===== src/rtl/salru_pkg.sv =====
// salru_pkg: shared types and constants of the true lru replacement block
// no dependencies; used by salru_age_unit and set_assoc_lru_replacement

package salru_pkg;

	// operation codes on the op field
	localparam logic OP_VICTIM = 1'b0;
	localparam logic OP_UPDATE = 1'b1;

	// fixed field widths of the access and result transfers
	localparam int SET_IN_W = 11;
	localparam int WAY_IN_W = 4;

	typedef logic [WAY_IN_W-1:0] way_field_t;

	// result of the age logic for one access
	typedef struct packed {
		logic       way_ok;
		way_field_t victim;
	} age_info_t;

endpackage


===== src/rtl/salru_age_unit.sv =====
// salru_age_unit: victim search and age update over one row of way ages
// depends on salru_pkg

module salru_age_unit #(
	parameter int NUM_WAYS = 16
) (
	input  logic [NUM_WAYS*$clog2(NUM_WAYS)-1:0] row,
	input  salru_pkg::way_field_t                way_index,
	output logic [NUM_WAYS*$clog2(NUM_WAYS)-1:0] new_row,
	output salru_pkg::age_info_t                 info
);

	localparam int AGE_W = $clog2(NUM_WAYS);
	localparam logic [AGE_W-1:0] OLDEST = AGE_W'(NUM_WAYS - 1);

	logic [NUM_WAYS-1:0] hit;
	logic [AGE_W-1:0]    touched;

	// one-hot select of the touched way
	always_comb begin
		for (int w = 0; w < NUM_WAYS; w++) begin
			hit[w] = (32'(way_index) == 32'(w));
		end
	end

	always_comb begin
		touched = '0;
		for (int w = 0; w < NUM_WAYS; w++) begin
			touched = touched | (row[w*AGE_W +: AGE_W] & {AGE_W{hit[w]}});
		end
	end

	// younger ways age by one, touched way becomes most recent
	always_comb begin
		for (int w = 0; w < NUM_WAYS; w++) begin
			if (hit[w]) begin
				new_row[w*AGE_W +: AGE_W] = '0;
			end else if (row[w*AGE_W +: AGE_W] < touched) begin
				new_row[w*AGE_W +: AGE_W] = row[w*AGE_W +: AGE_W] + AGE_W'(1);
			end else begin
				new_row[w*AGE_W +: AGE_W] = row[w*AGE_W +: AGE_W];
			end
		end
	end

	// lowest way holding the oldest age, way 0 if none
	always_comb begin
		info.victim = '0;
		for (int w = NUM_WAYS - 1; w >= 0; w--) begin
			if (row[w*AGE_W +: AGE_W] == OLDEST) begin
				info.victim = salru_pkg::WAY_IN_W'(w);
			end
		end
		info.way_ok = (32'(way_index) < 32'(NUM_WAYS));
	end

endmodule


===== config.mk =====
export PLATFORM = sky130hd
export DESIGN_NAME = salru_age_unit
export DESIGN_NICKNAME = d
export VERILOG_FILES = /design/src/rtl/salru_pkg.sv /design/src/rtl/salru_age_unit.sv
export SDC_FILE = /design/constraint.sdc
export NUM_CORES = 1
export LEC_CHECK = 0
export BUFFER_PORTS_ARGS = -buffer_cell sky130_fd_sc_hd__buf_2
export CORE_MARGIN = 2
export CORE_UTILIZATION = 54
export DETAILED_ROUTE_END_ITERATION = 16
export PLACE_DENSITY = 0.86
export SLEW_MARGIN = 20
export SYNTH_ARGS = -nofsm -noshare
export SYNTH_HDL_FRONTEND = slang
export SYNTH_SLANG_ARGS = --single-unit

===== constraint.sdc =====
create_clock -name vclk -period 3.7
set_input_delay 0 -clock vclk [all_inputs]
set_output_delay 0 -clock vclk [all_outputs]
set_load 0.05 [all_outputs]

# [Word level (Yosys, flattened, before mapping)]
# Cells that the tools add are included.
[op_classes] add_sub_neg=16 n_lt_le_gt_ge=16 n_eq_ne=31 mux=48 n_bitwise=31 n_reduce_logical=1
[op_table] operator="$mux 4" count=48
[op_table] operator="$eq 4x4->1 const B" count=24
[op_table] operator="$add 4x1->4 const B" count=16
[op_table] operator="$and 4x4->4" count=16
[op_table] operator="$lt 4x4->1" count=16
[op_table] operator="$or 4x4->4" count=15
[op_table] operator="$eq 4x3->1 const B" count=4
[op_table] operator="$eq 4x2->1 const B" count=2
[op_table] operator="$eq 4x1->1 const B" count=1
[op_table] operator="$logic_not 4->1" count=1
[totals] ff_bits=0 in_bits=68 output_inout_bits=69 elab_cells=143

# [Logic depth before layout (Yosys ltp)]
# Gate-level depths: netlist of the first run.
[logic_depth] word_depth=20 mapped_depth=14 depth_no_buf=12

# [Worst setup path before layout of the first run]
# Ideal clock, no wire load.
[synth_path] kind="input-to-output" startpoint="input way_index[1]" endpoint="output new_row[62]" arrival_time_ns=3.667 t_required_ns=3.700 setup_slack_ns=0.033 path_stages=13 path_buffers=3 path_cell_list="buf_6 > buf_12 > nand2b_1 > clkbuf_1 > nor2_1 > a22o_1 > a221oi_1 > nand3_1 > nor2_1 > ha_1 > a31oi_1 > a21oi_1 > nor3_1"
[synth_via] elab_chain_len=20 elab_cells_between_ends=50 classes_between="order compare: 1; eq/ne: 15; mux: 2; bitwise: 31; reduce/logical: 1"
[synth_rtl] item="from (decl)" line="salru_age_unit.sv:8" text="input salru_pkg::way_field_t way_index,"
[synth_rtl] item="$eq 4x1->1 or $logic_not 4->1 (tied branches)" line="salru_age_unit.sv:22" text="hit[w] = (32'(way_index) == 32'(w));"
[synth_rtl] item="$and 4x4->4" line="salru_age_unit.sv:29" text="touched = touched | (row[w*AGE_W +: AGE_W] & {AGE_W{hit[w]}});"
[synth_rtl] item="$or 4x4->4 (15 in series)" line="salru_age_unit.sv:29"
[synth_rtl] item="$lt 4x4->1" line="salru_age_unit.sv:38" text="end else if (row[w*AGE_W +: AGE_W] < touched) begin"
[synth_rtl] item="$mux 4" line="salru_age_unit.sv:38"
[synth_rtl] item="$mux 4 (*)" line="salru_age_unit.sv:36" text="if (hit[w]) begin"
[synth_rtl] item="to (decl)" line="salru_age_unit.sv:9" text="output logic [NUM_WAYS*$clog2(NUM_WAYS)-1:0] new_row,"
# Every way passes the cells marked *; elsewhere a longest branch is shown, timed or not.

# [Final worst setup path of the first run]
[layout_path] startpoint="input way_index[3]" endpoint="output new_row[4]"
# Same word-level chain as after synthesis.

==> impl_metrics.tcl, run 1 <==
set metrics [dict create \
    fp.dieW_um 88.7 \
    dp_cells 788 \
    vias 5266 \
    power.density_nw_per_um2 300 \
    max_freq_ghz 0.317 \
    worst_slew_pin_slew_ps 627 \
    synth_area_um2 3880 \
    avgSynthCellArea_um2 6.79 \
    drc 0 \
    wl_um 13900 \
    grt_pass1_vias 4609 \
    ios 137 \
    required_ps 3700 \
    seq_area_um2 0 \
    cap_violations 0 \
    timing.final.crit_share_pct 85.4 \
    ctsHoldBuffers 0 \
    hold_class "input port to output pin" \
    finalNonFillerCells 788 \
    nets 794 \
    drt_iter0_drc 535 \
    seq_cells 0 \
    hpwl_um 11000 \
    power_leakage_nw 2.18 \
    vias_per_cell 6.68 \
    fp.coreArea_um2 6870 \
    power_mw 1.37 \
    final.setup.tns_ps 0 \
    drt-wirelength-per-cell_um 17.6 \
    drive_above_1_share_pct 28.0 \
    crit_type "input port to output pin" \
    hold_viol 0 \
    area_growth_pct 17.7 \
    worstPathArrival_ps 3160 \
    grt_pass1_wl_um 21500 \
    yosys_warnings 0 \
    relSlewSlack_pct 58.2 \
    rsz0062_at_grt "false" \
    status "finished clean" \
    ir_drop_uv 243 \
    yosysSeqAreaShare_pct 0 \
    antenna_found_initial 0 \
    maxSlewViolCount 0 \
    syn-instance-count 571 \
    finalSetupViolations 0 \
    dieHeight_um 88.7 \
    dpl_worst_slack_ps 655 \
    drt.antenna.violating_nets 0 \
    gp_congestion 0.984 \
    die_area_um2 7870 \
    path_max_fanout 20 \
    mostFrequentLayoutCells "buf_2, nand2_1, nor2_1" \
    yosysUniqueCellTypes 65 \
    final_common_cell "buf_2" \
    io_buffers 136 \
    grt_usage_pct 33.2 \
    fill_cells 638 \
    overflow 0 \
    initial_core_util_pct 56.4 \
    min_period_ps 3160 \
    syn_nets 671 \
    setup_ws_ps 542 \
    cp-start-kind "input port" \
    critPathCaptureType "output pin" \
    post_cts_buffers 0 \
    first_pass_iters 6 \
    grt_max_degree 27 \
    n_antenna_cell 0 \
    nClkBuffers 0 \
    cts_resized 0 \
    rows 30 \
]
-- layer usage --
layer,GRT usage (%),up-vias,wire length [um]
li1,-,2461,-
met1,43.4,2435,5590
met2,58.0,325,6560
met3,4.20,45,1420
met4,7.02,0,336
met5,0,-,0
-- where the power goes --
| part | leakage, nW | internal [mW] | switching, mW |
|---|---|---|---|
| Sequential | 0 | 0 | 0 |
| Combinational | 2.18 | 0.407 | 0.963 |
| Clock | 0 | 0 | 0 |
| Total | 2.18 | 0.407 | 0.963 |
-- critical path, cell delays in order --
cell and delay, ps:
buf_2 310, nand2b_1 360, nor3_1 150, a22o_1 260, a221oi_1 220, nand3_1 160, nor2_1 110, buf_4 270
ha_1 330, a31o_2 230, or3_1 310, a21oi_1 150, buf_2 270
-- synth_stat cells, types with 7 or more instances --
master	n	area [um2]
nand2_1	67	251
nor2_1	51	191
o21ai_0	44	220
nand3_1	42	210
nor3_1	34	170
ha_1	32	400
a21oi_1	31	155
inv_1	26	97.6
and3_1	18	113
a211o_1	16	140
and4b_1	15	150
maj3_2	13	146
mux2i_1	12	120
a21boi_0	10	75.1
nand2b_1	10	62.6
o211ai_1	10	75.1
a31oi_2	7	87.6
buf_6	7	78.8
-- layout make-up --
type,instances,area (um2),area share (%)
multi-input cells,520,3580,78.4
repair buffers,146,768,16.8
well taps,96,120,2.63
inverters,26,97.6,2.14
-- through the flow --
step,utilization (%),hold WS [ps],cell area (um2)
after floorplan,-,301,3880
after global placement,66.4,449,4560
after detailed placement,66.4,452,4560
after CTS,66.4,454,4560
after global routing,66.4,468,4560
final,66.4,454,4560
-- final timing paths --
| check | startpoint | endpoint | cells after the start |
|---|---|---|---|
| worst min-delay path | row[17] | new_row[17] | 4 |
| worst max-delay path | way_index[3] | new_row[4] | 13 |
-- kinds of logic after synthesis --
logic type | Yosys count | share of synthesized area, %
compound gates | 199 | 40.1
buf+inv | 51 | 7.78
mux | 14 | 3.68
other cells | 1 | 0.0967
fa+ha+maj | 48 | 14.9
xor+xnor | 1 | 0.226
simple gates | 257 | 33.3
Power figures use the tool's default switching activity.
==> inputs of run 2 (changes only) <==
PLACE_DENSITY = 0.93   (was 0.86)
==> run 2 against run 1 <==
Via count rose by 0.89%. Highest routed layer unchanged. Critical path type unchanged. Non-clock buffer count rose by 2. First-iteration DRC count grew 8.8%.
==> impl_metrics.tcl, run 2 (synthesis results as in run 1) <==
set metrics [dict create \
    required_ps 3700 \
    worst_slew_pin_slew_ps 699 \
    nClkBuffers 0 \
    max_freq_ghz 0.305 \
    drc 0 \
    setup_ws_ps 420 \
    final.setup.tns_ps 0 \
    hold_start "row[1]" \
    worstPathArrival_ps 3280 \
    crit_path_start "way_index[1]" \
    ios 137 \
    timing.final.crit_share_pct 88.7 \
    grt_usage_pct 34.6 \
    crit_type "input port to output pin" \
    hold_viol 0 \
    rows 30 \
    status "finished clean" \
    grt_pass1_vias 4749 \
    grt.met1_usage_pct 44.1 \
    dieHeight_um 88.7 \
    final_common_cell "buf_2" \
    fill_cells 640 \
    first_pass_iters 8 \
    gp_congestion 1.02 \
    ctsHoldBuffers 0 \
    cap_violations 0 \
    cp_cell_sequence "buf_2, inv_1, nand2_1, nor2_1, a22o_1, a221oi_1, nand3_1, nor2_1, buf_4, ha_1, a31oi_1, a21oi_1, nor3_1, buf_2" \
    ir_drop_uv 177 \
    hold_class "input port to output pin" \
    grt_max_degree 31 \
    maxSlewViolCount 0 \
    cpPeakStageDelay_ps 350 \
    multi_input_area_um2 3580 \
    finalSetupViolations 0 \
    nets 796 \
    use_met3_pct 4.20 \
    initial_core_util_pct 56.4 \
    n_antenna_cell 0 \
    hpwl_um 11500 \
    relSlewSlack_pct 53.4 \
    drt.antenna.violating_nets 0 \
    cp-start-kind "input port" \
    antenna_found_initial 0 \
    drive_above_1_share_pct 28.2 \
    top_usage_layer "met2" \
    critPathCaptureType "output pin" \
    grt_pass1_wl_um 22300 \
    min_period_ps 3280 \
    dpl_worst_slack_ps 516 \
    grt_use_met2_pct 60.4 \
    cts_resized 0 \
    drt-wirelength-per-cell_um 18.2 \
    fin_util_pct 66.6 \
    die_area_um2 7870 \
    area_growth_pct 18.1 \
    power_leakage_nw 2.19 \
    seq_cells 0 \
    vias_per_cell 6.73 \
    timing.hold.worst_path_depth 4 \
    fp.coreArea_um2 6870 \
    mostFrequentLayoutCells "buf_2, nand2_1, nor2_1" \
    wl_um 14400 \
    io_buffers 136 \
    seq_area_um2 0 \
    fp.dieW_um 88.7 \
    rsz0062_at_grt "false" \
    power.density_nw_per_um2 302 \
    vias 5313 \
    critPathSlowestCell "nand2_1" \
    drt_iter0_drc 582 \
    path_max_fanout 18 \
    overflow 0 \
    post_cts_buffers 0 \
]
==> run 2: changes by cell type in the layout (fill, tap and decap cells not counted) <==
cell,previous run,this run
buf_4,9,11
==> run 2: report_power, final <==
group / total [mW] / leakage, nW / internal [mW] / switching, mW
Clock: 0 / 0 / 0 / 0
Combinational: 1.38 / 2.19 / 0.412 / 0.969
Sequential: 0 / 0 / 0 / 0
==> run 2: metal layers <==
metal	part of all wire, %	up-vias
li1	-	2449
met3	11	56
met5	0	-
met1	39	2419
met2	47	389
met4	3.0	0
==> run 2: final timing paths <==
kind           to  slack [ps]
max   new_row[62]         420
min    new_row[1]         450
==> run 2: layout make-up <==
cell class,instances,area share [%]
Timing Repair Buffer,148,17.1
Inverter,26,2.13
Tap cell,96,2.62
Multi-Input combinational cell,520,78.1
==> run 2: worst max-delay path: cells and delay by family <==
kind            cells  cell delay, ps
compound gates      4             890
fa+ha+maj           1             270
buf+inv             4            1030
simple gates        5            1090
==> run 2: through the flow <==
| step | total power [mW] | cell area [um2] | hold slack (ps) | instances |
|---|---|---|---|---|
| floorplan | 1.05 | 3880 | 301 | 571 |
| global placement | 1.32 | 4580 | 453 | 790 |
| detailed placement | 1.36 | 4580 | 452 | 790 |
| CTS | 1.36 | 4580 | 453 | 790 |
| global route | 1.46 | 4580 | 486 | 790 |
| finish | 1.38 | 4580 | 455 | 790 |
==> inputs of run 3 (changes only) <==
GPL_TIMING_DRIVEN = 0   (was not set)
==> run 3 against run 2 <==
Final area up 2.8%. Worst hold slack better by 4.1 ps. Critical path depth up 1. Via count up 2.1%. First-iteration DRC count down 12%. Critical endpoint is now new_row[4]. Sequential cell count unchanged.
==> impl_metrics.tcl, run 3 (synthesis results as in run 1) <==
set metrics [dict create \
    hold_class "input port to output pin" \
    io_buffers 135 \
    vias_per_cell 6.75 \
    drt_iter0_drc 511 \
    grt_pass1_wl_um 23200 \
    finalNonFillerCells 804 \
    grt_usage_pct 36.7 \
    fp.coreArea_um2 6870 \
    n_antenna_cell 0 \
    final_common_cell "buf_2" \
    dp_cells 802 \
    hold_viol 0 \
    first_pass_iters 6 \
    drt-wirelength-per-cell_um 19.2 \
    fp.dieW_um 88.7 \
    timing.hold.worst_path_depth 3 \
    maxSlewViolCount 0 \
    area_growth_pct 21.4 \
    grt_max_degree 17 \
    final.setup.tns_ps 0 \
    gp_congestion 0.979 \
    overflow 0 \
    top_usage_layer "met2" \
    ctsHoldBuffers 0 \
    relSlewSlack_pct 53.0 \
    seq_area_um2 0 \
    die_area_um2 7870 \
    drt.antenna.violating_nets 0 \
    power_leakage_nw 2.26 \
    rsz0062_at_grt "false" \
    drive_above_1_share_pct 29.1 \
    required_ps 3700 \
    cap_violations 0 \
    ir_drop_uv 174 \
    max_freq_ghz 0.284 \
    crit_type "input port to output pin" \
    critPathCaptureType "output pin" \
    crit_path_start "way_index[0]" \
    rows 30 \
    path_max_fanout 16 \
    fin_util_pct 68.5 \
    grt_pass1_vias 4717 \
    status "finished clean" \
    cp-start-kind "input port" \
    hpwl_um 12000 \
    timing.final.crit_share_pct 95.0 \
    nClkBuffers 0 \
    power.density_nw_per_um2 302 \
    finalSetupViolations 0 \
    vias 5423 \
    min_period_ps 3520 \
    use_met3_pct 3.73 \
    worstPathArrival_ps 3520 \
    ios 137 \
    grt.met1_usage_pct 48.5 \
    design_area_um2 4710 \
    place_area_um2 4670 \
    hold_start "row[6]" \
    wl_um 15400 \
    dieHeight_um 88.7 \
    mostFrequentLayoutCells "buf_2, nand2_1, nor2_1" \
    initial_core_util_pct 56.4 \
    fill_cells 613 \
    worst_slew_pin_slew_ps 700 \
    seq_cells 0 \
    grt_use_met2_pct 62.4 \
    nets 810 \
    antenna_found_initial 0 \
    hold_end "new_row[6]" \
    drc 0 \
]
==> run 3: changes by cell type in the layout (fill, tap and decap cells not counted), sizes merged <==
cell | before | now
clkbuf | 0 | 4
buf | 148 | 158
==> run 3: metal layers <==
| layer | vias to the layer above | part of all wire, % |
|---|---|---|
| li1 | 2482 | - |
| met1 | 2541 | 40 |
| met2 | 349 | 47 |
| met3 | 51 | 10 |
| met4 | 0 | 2.9 |
| met5 | - | 0 |
==> run 3: layout make-up <==
cell class | count | area [um2] | area share (%)
well taps | 96 | 120 | 2.55
plain buffers | 25 | 204 | 4.33
multi-input cells | 520 | 3580 | 76.1
inverters | 26 | 97.6 | 2.07
repair buffers | 137 | 703 | 14.9
==> run 3: worst max-delay path by stage <==
stage                             end  slack (ps)  cells after the start
after floorplan           new_row[62]          30                     13
after global placement     new_row[4]        -580                     14
after detailed placement   new_row[4]        -190                     14
after CTS                  new_row[4]          80                     14
after global routing       new_row[4]         110                     15
final                      new_row[4]         180                     15
==> run 3: critical path, cell delays in order <==
cell      delay, ps
buf_2           110
buf_6           150
nand2b_1        130
clkbuf_1        470
nor2_1          260
a22o_1          270
a221oi_1        270
nand3_1         230
nor2_4          190
buf_12          170
ha_1            290
a31o_2          230
or3_1           310
a21oi_1         150
buf_2           270
==> run 3: report_power, final <==
group | internal (mW) | switching (mW) | leakage, nW
clock network | 0 | 0 | 0
registers | 0 | 0 | 0
logic | 0.430 | 0.993 | 2.26
==> run 3: through the flow <==
stage | worst slack [ps] | power (mW) | hold WS [ps]
floorplan | 33.2 | 1.05 | 301
global placement | -580 | 1.35 | 439
detailed placement | -192 | 1.38 | 451
CTS | 78.5 | 1.39 | 451
global route | 112 | 1.50 | 463
finish | 185 | 1.42 | 459
==> run 3: timing repair <==
| action | 4_1_cts | 5_1_grt |
|---|---|---|
| setup endpoints to repair | 35 | 12 |
| buffers inserted | 0 | 2 |
| endpoints found under the hold margin | 0 | 0 |
| gates resized for setup | 1 | 0 |
| pin swaps | 0 | 1 |
